File: src/trv_pkg.sv
// ----------------------------------------------------------------------------
// trv_pkg
// Shared types, register indexes, item kinds and the single round function
// of the Trivium keystream byte cipher.
// ----------------------------------------------------------------------------
package trv_pkg;

	// Register lengths of the three shift registers.
	localparam int LenA = 93;
	localparam int LenB = 84;
	localparam int LenC = 111;

	// Key and IV width.
	localparam int KeyW = 80;

	// Configuration register indexes (byte address is eight times the index).
	localparam logic [1:0] REG_KEY_LO = 2'd0;
	localparam logic [1:0] REG_KEY_HI = 2'd1;
	localparam logic [1:0] REG_IV_LO  = 2'd2;
	localparam logic [1:0] REG_IV_HI  = 2'd3;

	// Item kinds carried on tuser.
	localparam logic MODE_RESTART = 1'b0;
	localparam logic MODE_DATA    = 1'b1;

	// Full cipher state; bit i of each field is position i of that register.
	typedef struct packed {
		logic [LenC-1:0] c;
		logic [LenB-1:0] b;
		logic [LenA-1:0] a;
	} trv_state_t;

	// State after one round together with the keystream bit of that round.
	typedef struct packed {
		trv_state_t st;
		logic       z;
	} trv_step_t;

	// One Trivium round: output bit is taken before the AND terms.
	function automatic trv_step_t trv_round(input trv_state_t s);
		logic      t1;
		logic      t2;
		logic      t3;
		trv_step_t r;
		t1 = s.a[65] ^ s.a[92];
		t2 = s.b[68] ^ s.b[83];
		t3 = s.c[65] ^ s.c[110];
		r.z = t1 ^ t2 ^ t3;
		t1 = t1 ^ (s.a[90] & s.a[91]) ^ s.b[77];
		t2 = t2 ^ (s.b[81] & s.b[82]) ^ s.c[86];
		t3 = t3 ^ (s.c[108] & s.c[109]) ^ s.a[68];
		r.st.a = {s.a[LenA-2:0], t3};
		r.st.b = {s.b[LenB-2:0], t1};
		r.st.c = {s.c[LenC-2:0], t2};
		return r;
	endfunction

endpackage

File: src/trv_rounds.sv
// ----------------------------------------------------------------------------
// trv_rounds
// Eight chained Trivium rounds. Produces the keystream byte of all eight
// rounds and the state after a selectable number of rounds (0 to 8).
// ----------------------------------------------------------------------------
module trv_rounds (
	input  trv_pkg::trv_state_t state_in,
	input  logic [3:0]          steps,     // rounds to apply, 0 to 8
	output trv_pkg::trv_state_t state_out,
	output logic [7:0]          keystream  // first round's bit in bit 7
);

	trv_pkg::trv_state_t stage [0:8];
	trv_pkg::trv_step_t  step  [0:7];

	// Round chain; the first keystream bit lands in the top bit.
	always_comb begin
		stage[0] = state_in;
		for (int k = 0; k < 8; k++) begin
			step[k]          = trv_pkg::trv_round(stage[k]);
			stage[k+1]       = step[k].st;
			keystream[7-k]   = step[k].z;
		end
	end

	// Pick the state after the requested number of rounds.
	always_comb begin
		if (steps >= 4'd8) begin
			state_out = stage[8];
		end else begin
			state_out = stage[steps[2:0]];
		end
	end

endmodule

File: src/trivium_keystream_byte_cipher.sv
// ----------------------------------------------------------------------------
// trivium_keystream_byte_cipher
// Trivium stream cipher (80-bit key and IV) that enciphers one byte per item.
// ----------------------------------------------------------------------------
// Usage:
// Key and IV are written over the APB port (64-bit data, registers at byte
// addresses 0, 8, 16, 24) and take effect at the next restart request.
// The input stream carries the item kind on s_tuser (0 restart, 1 data) and
// the byte on s_tdata. A restart request gives no output; it loads key and
// IV and then runs INIT_ROUNDS warm-up rounds, eight per cycle, and holds
// off following data requests until the warm-up is done. A data request
// gives one output byte: in_byte XOR eight keystream bits. An accepted
// request passes the input register, the eight-round chain and the result
// register before m_tvalid; one request per cycle is sustained while
// m_tready is high and no warm-up runs.
// When m_tready is low the result register holds, one further request waits
// in the input register, and s_tready then drops.
// Reset clears the cipher state to all zeros, the key and IV registers, and
// both stages; data before any restart passes through unchanged.
// ----------------------------------------------------------------------------
module trivium_keystream_byte_cipher #(
	parameter int INIT_ROUNDS = 1152
) (
	input  logic        clk,
	input  logic        arst_n,
	// Input stream
	input  logic        s_tvalid,
	output logic        s_tready,
	input  logic [7:0]  s_tdata,   // [7:0] in_byte
	input  logic        s_tuser,   // [0] mode
	// Output stream
	output logic        m_tvalid,
	input  logic        m_tready,
	output logic [7:0]  m_tdata,   // [7:0] out_byte
	// Configuration port
	input  logic        psel,
	input  logic        penable,
	input  logic        pwrite,
	input  logic [4:0]  paddr,
	input  logic [63:0] pwdata,
	output logic [63:0] prdata,
	output logic        pready
);

	localparam int WarmW = (INIT_ROUNDS > 0) ? $clog2(INIT_ROUNDS + 1) : 1;

	logic [63:0] key_lo_q;
	logic [15:0] key_hi_q;
	logic [63:0] iv_lo_q;
	logic [15:0] iv_hi_q;

	logic        in_valid_s1;
	logic        in_mode_s1;
	logic [7:0]  in_byte_s1;

	logic        out_valid_q;
	logic [7:0]  out_byte_q;

	trv_pkg::trv_state_t state_q;
	trv_pkg::trv_state_t state_next;
	trv_pkg::trv_state_t state_load;
	logic [WarmW-1:0]    warm_q;

	logic        warm_busy;
	logic        out_free;
	logic        restart_fire;
	logic        data_fire;
	logic        cfg_wr;
	logic [3:0]  warm_steps;
	logic [3:0]  steps;
	logic [7:0]  keystream;

	// Configuration write strobe and register file.
	assign pready = 1'b1;
	assign cfg_wr = psel && penable && pwrite && pready;

	always_ff @(posedge clk or negedge arst_n) begin
		if (!arst_n) begin
			key_lo_q <= '0;
			key_hi_q <= '0;
			iv_lo_q  <= '0;
			iv_hi_q  <= '0;
		end else if (cfg_wr) begin
			unique case (paddr[4:3])
				trv_pkg::REG_KEY_LO: key_lo_q <= pwdata;
				trv_pkg::REG_KEY_HI: key_hi_q <= pwdata[15:0];
				trv_pkg::REG_IV_LO:  iv_lo_q  <= pwdata;
				trv_pkg::REG_IV_HI:  iv_hi_q  <= pwdata[15:0];
				default: ;
			endcase
		end
	end

	// Register read-back.
	always_comb begin
		unique case (paddr[4:3])
			trv_pkg::REG_KEY_LO: prdata = key_lo_q;
			trv_pkg::REG_KEY_HI: prdata = {48'd0, key_hi_q};
			trv_pkg::REG_IV_LO:  prdata = iv_lo_q;
			trv_pkg::REG_IV_HI:  prdata = {48'd0, iv_hi_q};
			default:             prdata = '0;
		endcase
	end

	// Handshake control for the input and result stages.
	assign warm_busy    = (warm_q != '0);
	assign out_free     = !out_valid_q || m_tready;
	assign restart_fire = in_valid_s1 && (in_mode_s1 == trv_pkg::MODE_RESTART);
	assign data_fire    = in_valid_s1 && (in_mode_s1 == trv_pkg::MODE_DATA) &&
	                      !warm_busy && out_free;
	assign s_tready     = !in_valid_s1 || restart_fire || data_fire;

	// Input register.
	always_ff @(posedge clk or negedge arst_n) begin
		if (!arst_n) begin
			in_valid_s1 <= 1'b0;
		end else if (s_tready) begin
			in_valid_s1 <= s_tvalid;
		end
	end

	always_ff @(posedge clk) begin
		if (s_tready && s_tvalid) begin
			in_mode_s1 <= s_tuser;
			in_byte_s1 <= s_tdata;
		end
	end

	// Warm-up runs eight rounds a cycle, or the remaining rounds when fewer than eight remain.
	always_comb begin
		if (32'(warm_q) >= 8) begin
			warm_steps = 4'd8;
		end else begin
			warm_steps = 4'(warm_q);
		end
	end

	assign steps = data_fire ? 4'd8 : warm_steps;

	trv_rounds u_rounds (
		.state_in  (state_q),
		.steps     (steps),
		.state_out (state_next),
		.keystream (keystream)
	);

	// Key into the first register, IV into the second, three ones at the top
	// of the third.
	assign state_load.a = {(trv_pkg::LenA - trv_pkg::KeyW)'(0), key_hi_q, key_lo_q};
	assign state_load.b = {(trv_pkg::LenB - trv_pkg::KeyW)'(0), iv_hi_q, iv_lo_q};
	assign state_load.c = {3'b111, (trv_pkg::LenC - 3)'(0)};

	// Cipher state and warm-up counter.
	always_ff @(posedge clk or negedge arst_n) begin
		if (!arst_n) begin
			state_q <= '0;
			warm_q  <= '0;
		end else begin
			priority if (restart_fire) begin
				state_q <= state_load;
				warm_q  <= WarmW'(INIT_ROUNDS);
			end else if (data_fire) begin
				state_q <= state_next;
			end else if (warm_busy) begin
				state_q <= state_next;
				warm_q  <= warm_q - WarmW'(warm_steps);
			end
		end
	end

	// Result register.
	always_ff @(posedge clk or negedge arst_n) begin
		if (!arst_n) begin
			out_valid_q <= 1'b0;
		end else if (out_free) begin
			out_valid_q <= data_fire;
		end
	end

	always_ff @(posedge clk) begin
		if (data_fire) begin
			out_byte_q <= in_byte_s1 ^ keystream;
		end
	end

	assign m_tvalid = out_valid_q;
	assign m_tdata  = out_byte_q;

endmodule

File: config.mk
export PLATFORM = sky130hd
export DESIGN_NAME = trivium_keystream_byte_cipher
export DESIGN_NICKNAME = d
export VERILOG_FILES = /design/src/trv_pkg.sv /design/src/trv_rounds.sv /design/src/trivium_keystream_byte_cipher.sv
export SDC_FILE = /design/constraint.sdc
export NUM_CORES = 1
export LEC_CHECK = 0
export ABC_AREA = 1
export BUFFER_PORTS_ARGS = -buffer_cell sky130_fd_sc_hd__buf_2
export CAP_MARGIN = 20
export CORE_MARGIN = 5
export CORE_UTILIZATION = 63
export DETAILED_ROUTE_END_ITERATION = 16
export PLACE_DENSITY = 0.85
export SLEW_MARGIN = 20
export SYNTH_ARGS = -nofsm -noshare
export SYNTH_HDL_FRONTEND = slang
export SYNTH_SLANG_ARGS = --single-unit
File: constraint.sdc
create_clock -name clk -period 2.5 [get_ports clk]
set_input_delay 0.125 -clock clk [delete_from_list [all_inputs] [get_ports clk]]
set_output_delay 0.125 -clock clk [all_outputs]
set_load 0.03 [all_outputs]
## Yosys cells after proc, flatten, opt, wreduce, memory -nomap -nowiden

Index checks and enable logic that the tools add are counted.

- Shifts and indexed selects: 0
- Multipliers: 0
- Order comparisons: 3
- Reductions and logical operators: 22
- Mux-type cells: 13
- Bitwise logic cells: 115
- Divide/modulo/power cells: 0
- Equality and inequality tests: 4
- Add/sub/neg operators: 1

Operators by type and width:

| kind | number |
|---|---|
| 288-bit 2-to-1 mux | 6 |
| 288-bit binary-select mux with 4-bit select | 1 |
| 64-bit case mux with 4 select lines | 1 |
| 1-bit bitwise XOR | 88 |
| 11-bit 2-to-1 mux | 3 |
| 1-bit AND | 24 |
| 11-bit by 4-bit >= comparator with 1-bit output (second input constant) | 1 |
| 11-bit nonzero test | 1 |
| 11-bit by 4-bit subtractor with 11-bit output | 1 |
| 2-bit AND reduction | 5 |
| 4-bit 2-to-1 mux | 2 |
| 8-bit bitwise XOR | 1 |
| 1-bit logical AND | 7 |
| 4-bit by 5-bit >= comparator with 1-bit output (second input constant) | 1 |
| 2-bit equality test (second input constant) | 2 |
| 4-bit >= comparator (second input constant) | 1 |
| 3-bit NOT with 4-bit output | 1 |
| 1-bit logical NOT | 3 |
| 1-bit logical OR | 3 |
| 3-bit nonzero test | 1 |
| 2-bit by 1-bit equality test with 1-bit output (second input constant) | 1 |
| 2-bit logical NOT | 1 |
| 2-bit != test (second input constant) | 1 |
| 2-bit nonzero test | 1 |
| 1-bit NOT | 1 |

- Memory bits (writable): 0
- Register bits after elaboration: 478
- Word-level logic and storage cells: 171
- Memories: 0
- Latch bits: 0
- Bits in read-only memories: 0
- Input port bits: 85
- Output and inout bits: 75

## Longest topological paths before layout

- Depth in word-level cells: 13
- Depth in mapped cells: 15
- Gate-level depth less buffers: 13

## By module

Synthesis repeated with hierarchy kept, for this count alone.

- Cell total of the unflattened synthesis: 5788
- Area total of the unflattened synthesis: 35589.1 µm²

Modules (own cells, without submodules):

| module | times used | cells an instance | area each (µm²) |
|---|---|---|---|
| trivium_keystream_byte_cipher | 1 | 2364 | 21021.4 |
| trv_rounds | 1 | 3424 | 14567.7 |

## Worst setup path after synthesis

OpenSTA, ideal clock, no wires.

- Kind: register to register
- Start point: register warm_q[8]
- End point: register warm_q[6]
- Required time: 2429 ps
- Slack: 458 ps
- Arrival: 1971 ps
- Stages on the path, launching flop included: 15
- Cells stage by stage: dfrtp_1 nor2_2 nand2_2 nor2_8 buf_2 buf_2 nor2_1 inv_1 ha_1 o21bai_1 o21ai_1 nand3_1 nand2_1 inv_1 nor2_1

- Cells in the longest elaborated chain, start to end: 6

Ends and longest elaborated chain:

| element | line | source |
|---|---|---|
| start, declared | trivium_keystream_byte_cipher.sv:62 | `logic [WarmW-1:0] warm_q;` |
| start signal, assigned | trivium_keystream_byte_cipher.sv:161 | `warm_q <= WarmW'(INIT_ROUNDS);` |
| start signal, assigned | trivium_keystream_byte_cipher.sv:166 | `warm_q <= warm_q - WarmW'(warm_steps);` |
| 11-bit by 4-bit >= comparator with 1-bit output or 11-bit nonzero test (tied branches) | trivium_keystream_byte_cipher.sv:131, trivium_keystream_byte_cipher.sv:106 |  |
| 4-bit 2-to-1 mux or 1-bit logical NOT (tied branches) | trivium_keystream_byte_cipher.sv:131, trivium_keystream_byte_cipher.sv:110 |  |
| 11-bit by 4-bit subtractor with 11-bit output or 1-bit logical AND (tied branches) | trivium_keystream_byte_cipher.sv:166, trivium_keystream_byte_cipher.sv:109 |  |
| 11-bit 2-to-1 mux or 1-bit logical AND (tied branches) | trivium_keystream_byte_cipher.sv:164, trivium_keystream_byte_cipher.sv:110 |  |
| 11-bit 2-to-1 mux or 2-bit != test (tied branches) | - |  |
| 11-bit 2-to-1 mux or 2-bit AND reduction (tied branches) | - |  |

Several ways; a longest one is shown, not always the timed one. The select of a mux whose other input is x is not followed.
A chain may end at the register's enable or synchronous reset.

## Worst setup path after layout

- Start point: register warm_q[9]
- End point: register state_q[161] (netlist bit)

- Cells in the longest elaborated chain, start to end: 13

Ends and longest elaborated chain:

| element | line | source |
|---|---|---|
| parallel branches: the longest is 13 deep, another holds 11-bit by 4-bit >= comparator with 1-bit output | - |  |
| end signal, assigned | trivium_keystream_byte_cipher.sv:160 | `state_q <= state_load;` |
| end signal, assigned | trivium_keystream_byte_cipher.sv:163 | `state_q <= state_next;` |
| end signal, assigned | trivium_keystream_byte_cipher.sv:165 | `state_q <= state_next;` |
| end, declared | trivium_keystream_byte_cipher.sv:59 | `trv_pkg::trv_state_t state_q;` |

Several ways; the timed one is not identified. The select of a mux whose other input is x is not followed.

==> flow_summary.json <==
{
  "hold_viol": 0,
  "power.switching_uw": 11100,
  "clk_latency_ns": 0.64,
  "antenna_found_initial": 1,
  "grt_max_degree": 128,
  "row_count": 84,
  "port_buffers": 155,
  "wl_um": 110000,
  "final_antenna_net_count": 0,
  "fin_util": 0.718,
  "maxCapViolCount": 0,
  "ys_warn_count": 0,
  "die_y_um": 240,
  "swShare": 0.386,
  "setup_ws_ns": 0.0628,
  "tightest_slew_ns": 0.761,
  "clkPwrFrac": 0.297,
  "drt_iter0_drc": 4728,
  "status": "complete, no violations",
  "core_area_mm2": 0.0526,
  "dp_hpwl_um": 73800,
  "initial_core_util": 0.637,
  "peakVddDrop_v": 0.000633,
  "start_kind": "register",
  "cp-end-kind": "register",
  "cts.sinks": 478,
  "clkTransAtPathRegs_ns": 0.06,
  "yosysSeqAreaShare": 0.360,
  "drive_above_1_share": 0.0743,
  "drt_pre_antenna_iters": 6,
  "root_buffer": "clkbuf_16",
  "fillers": 4316,
  "fin_worst_skew_ns": 0.0386,
  "slew_violations": 0,
  "post-route-min-period_ns": 2.44,
  "fp.dieW_um": 240,
  "synthCells": 5488,
  "crit_type": "reg2reg",
  "htreeDepth": 2,
  "finalCritPeriodShare": 0.975,
  "vias": 37200,
  "pwr-share-seq": 0.375,
  "setup_viol": 0,
  "path_max_fanout": 60,
  "synth-seq-cells": 478,
  "overflow": 0,
  "power_density_mw_per_mm2": 762,
  "cp_data_required_time_ns": 3.02,
  "syn_to_final_growth_pct": 12.8,
  "routedWlPerCell_um": 17.6,
  "tritoncts": "built",
  "syn_avg_cell_area_um2": 6.10,
  "grtUsageTotal": 0.371,
  "fmax_ghz": 0.410,
  "maxSlewHeadroom": 0.493,
  "num_antenna_cells": 0,
  "layout.area.seq_mm2": 0.0121,
  "grt_pass1_wl_um": 176000,
  "netlist_area_mm2": 0.0335,
  "internal-power_uw": 17700,
  "viasPerCell": 5.96,
  "pwr-share-comb": 0.327,
  "ios": 160,
  "cts_made_buffers": 51,
  "hold_path_class": "in2reg",
  "fp.dieArea_mm2": 0.0578,
  "p_leak_uw": 0.0197,
  "cts_buffer_depth": 3,
  "cp.arrival_ns": 2.96,
  "drc_errors": 0,
  "nets": 5604,
  "multiInputGateArea_mm2": 0.0175,
  "ys_types": 37,
  "grt_pass1_vias": 34500,
  "gp_congestion": 0.993,
  "pre_cts_ws_ns": 0.179
}
## critical path, stage by stage, from the launching register on
cell	delay [ns]
dfrtp_1	0.41
nor2_2	0.16
nand2_2	0.12
nor2_8	0.29
buf_4	0.19
nand2_4	0.09
buf_12	0.21
a21oi_1	0.44
nand3_1	0.22
nand2_1	0.10
inv_1	0.04
## cell usage after synthesis
library cell / count / share of area
clkbuf_1: 193 / 0.022
edfxtp_1: 17 / 0.015
inv_2: 4 / 0.00045
inv_1: 623 / 0.070
nand3b_1: 3 / 0.00067
nand4_1: 5 / 0.00093
nand4_2: 1 / 0.00037
a221oi_1: 5 / 0.0013
conb_1: 1 / 0.00011
o21bai_1: 1 / 0.00022
nand2_1: 2297 / 0.26
nor2_8: 1 / 0.00060
o21ai_0: 225 / 0.034
o31ai_1: 1 / 0.00022
clkinv_1: 2 / 0.00022
nor2_1: 94 / 0.011
buf_2: 126 / 0.019
nand3_1: 907 / 0.14
o2111ai_1: 11 / 0.0029
buf_6: 3 / 0.0010
o21ai_1: 3 / 0.00045
buf_1: 32 / 0.0036
nor2_4: 1 / 0.00034
nand2_2: 7 / 0.0013
a21oi_1: 328 / 0.049
or2_2: 29 / 0.0054
a31oi_1: 4 / 0.00075
nor3_2: 1 / 0.00030
o22ai_1: 48 / 0.0090
ha_1: 1 / 0.00037
xnor2_1: 13 / 0.0034
buf_4: 12 / 0.0027
nor2_2: 5 / 0.00093
nor4_1: 1 / 0.00019
xor2_1: 20 / 0.0052
nor3_1: 2 / 0.00030
dfrtp_1: 461 / 0.34
## logic make-up after synthesis
family / share of synthesized area
fa+ha+maj: 0.000374
buf+inv: 0.118
simple gates: 0.415
xor+xnor: 0.00864
compound gates: 0.0975
other cells: 0.000112
flops: 0.360
## through the flow
stage               setup TNS (ns)  std cells  cell area, um2  total power (uW)  hold slack (ns)
floorplan                        0       5489           33500             17000           -0.171
CTS                              0       6247           37700             28500          0.00594
global placement                 0       6076           35100             19600            0.135
global route              -0.00845       6248           37800             30400           0.0562
detailed placement               0       6076           35100             19800            0.137
finish                           0       6248           37800             28800           0.0265
## flip-flops by register name, indices dropped and copies added (netlist names), 8 cells and up
signal and cells:
iv_hi_q 16, state_q 288, key_lo_q 64, warm_q 11, m_tdata 8, key_hi_q 16
in_byte_s1 8, iv_lo_q 64
## final timing paths
path                       slack, ns      endpoint  cells after the start        from
hold / removal                  0.03    iv_lo_q[2]                      5     penable
min in group asynchronous       0.07  state_q[266]                      2      arst_n
hold reg to reg                 0.49    iv_hi_q[1]                      2  iv_hi_q[1]
max in group asynchronous       1.52  state_q[139]                      3      arst_n
setup / recovery                0.06  state_q[161]                     10   warm_q[9]
setup reg to reg                0.06  state_q[161]                     10   warm_q[9]
## cells in the final DEF, fill, tap and decap left out, types with 15 or more instances in the layout
cell,count
a21oi_1,328
clkbuf_8,15
dlygate4sd3_1,76
dfrtp_1,460
clkbuf_16,52
nor2_1,91
o22ai_1,48
buf_2,154
buf_12,49
inv_1,623
nand2_1,2295
or2_2,29
edfxtp_1,17
xor2_1,20
nand3_1,906
o21ai_0,225
buf_4,58
## per-layer routing
metal,vias to the layer above,share of wire,global-route usage,wire [um]
met3,455,0.10,0.0572,11100
li1,17400,-,-,-
met4,2,0.064,0.202,7030
met1,16900,0.38,0.494,42000
met2,2426,0.45,0.584,49600
met5,-,0.000064,0,7
## final cells by class
| type | instances | share of cell area |
|---|---|---|
| Tap cell | 688 | 0.0228 |
| Sequential cell | 478 | 0.319 |
| Multi-Input combinational cell | 4016 | 0.465 |
| Clock buffer | 70 | 0.0402 |
| Clock inverter | 25 | 0.00988 |
| Inverter | 629 | 0.0630 |
| Timing Repair Buffer | 342 | 0.0802 |
## what timing repair did
action	in CTS	in global routing
setup buffers	0	1
endpoints found under the hold margin	441	0
endpoints found under the setup margin	0	54
resized for setup	0	6
hold buffers	76	0
## power groups by stage
stage	sequential, uW	clock [uW]	combinational (uW)
after global placement	10800	0	8820
after detailed placement	10800	0	9000
after CTS	10700	8570	9210
after floorplan	10300	0	6660
after global routing	10900	8890	10500
final	10800	8550	9420
(Power assumes the default switching activity.)
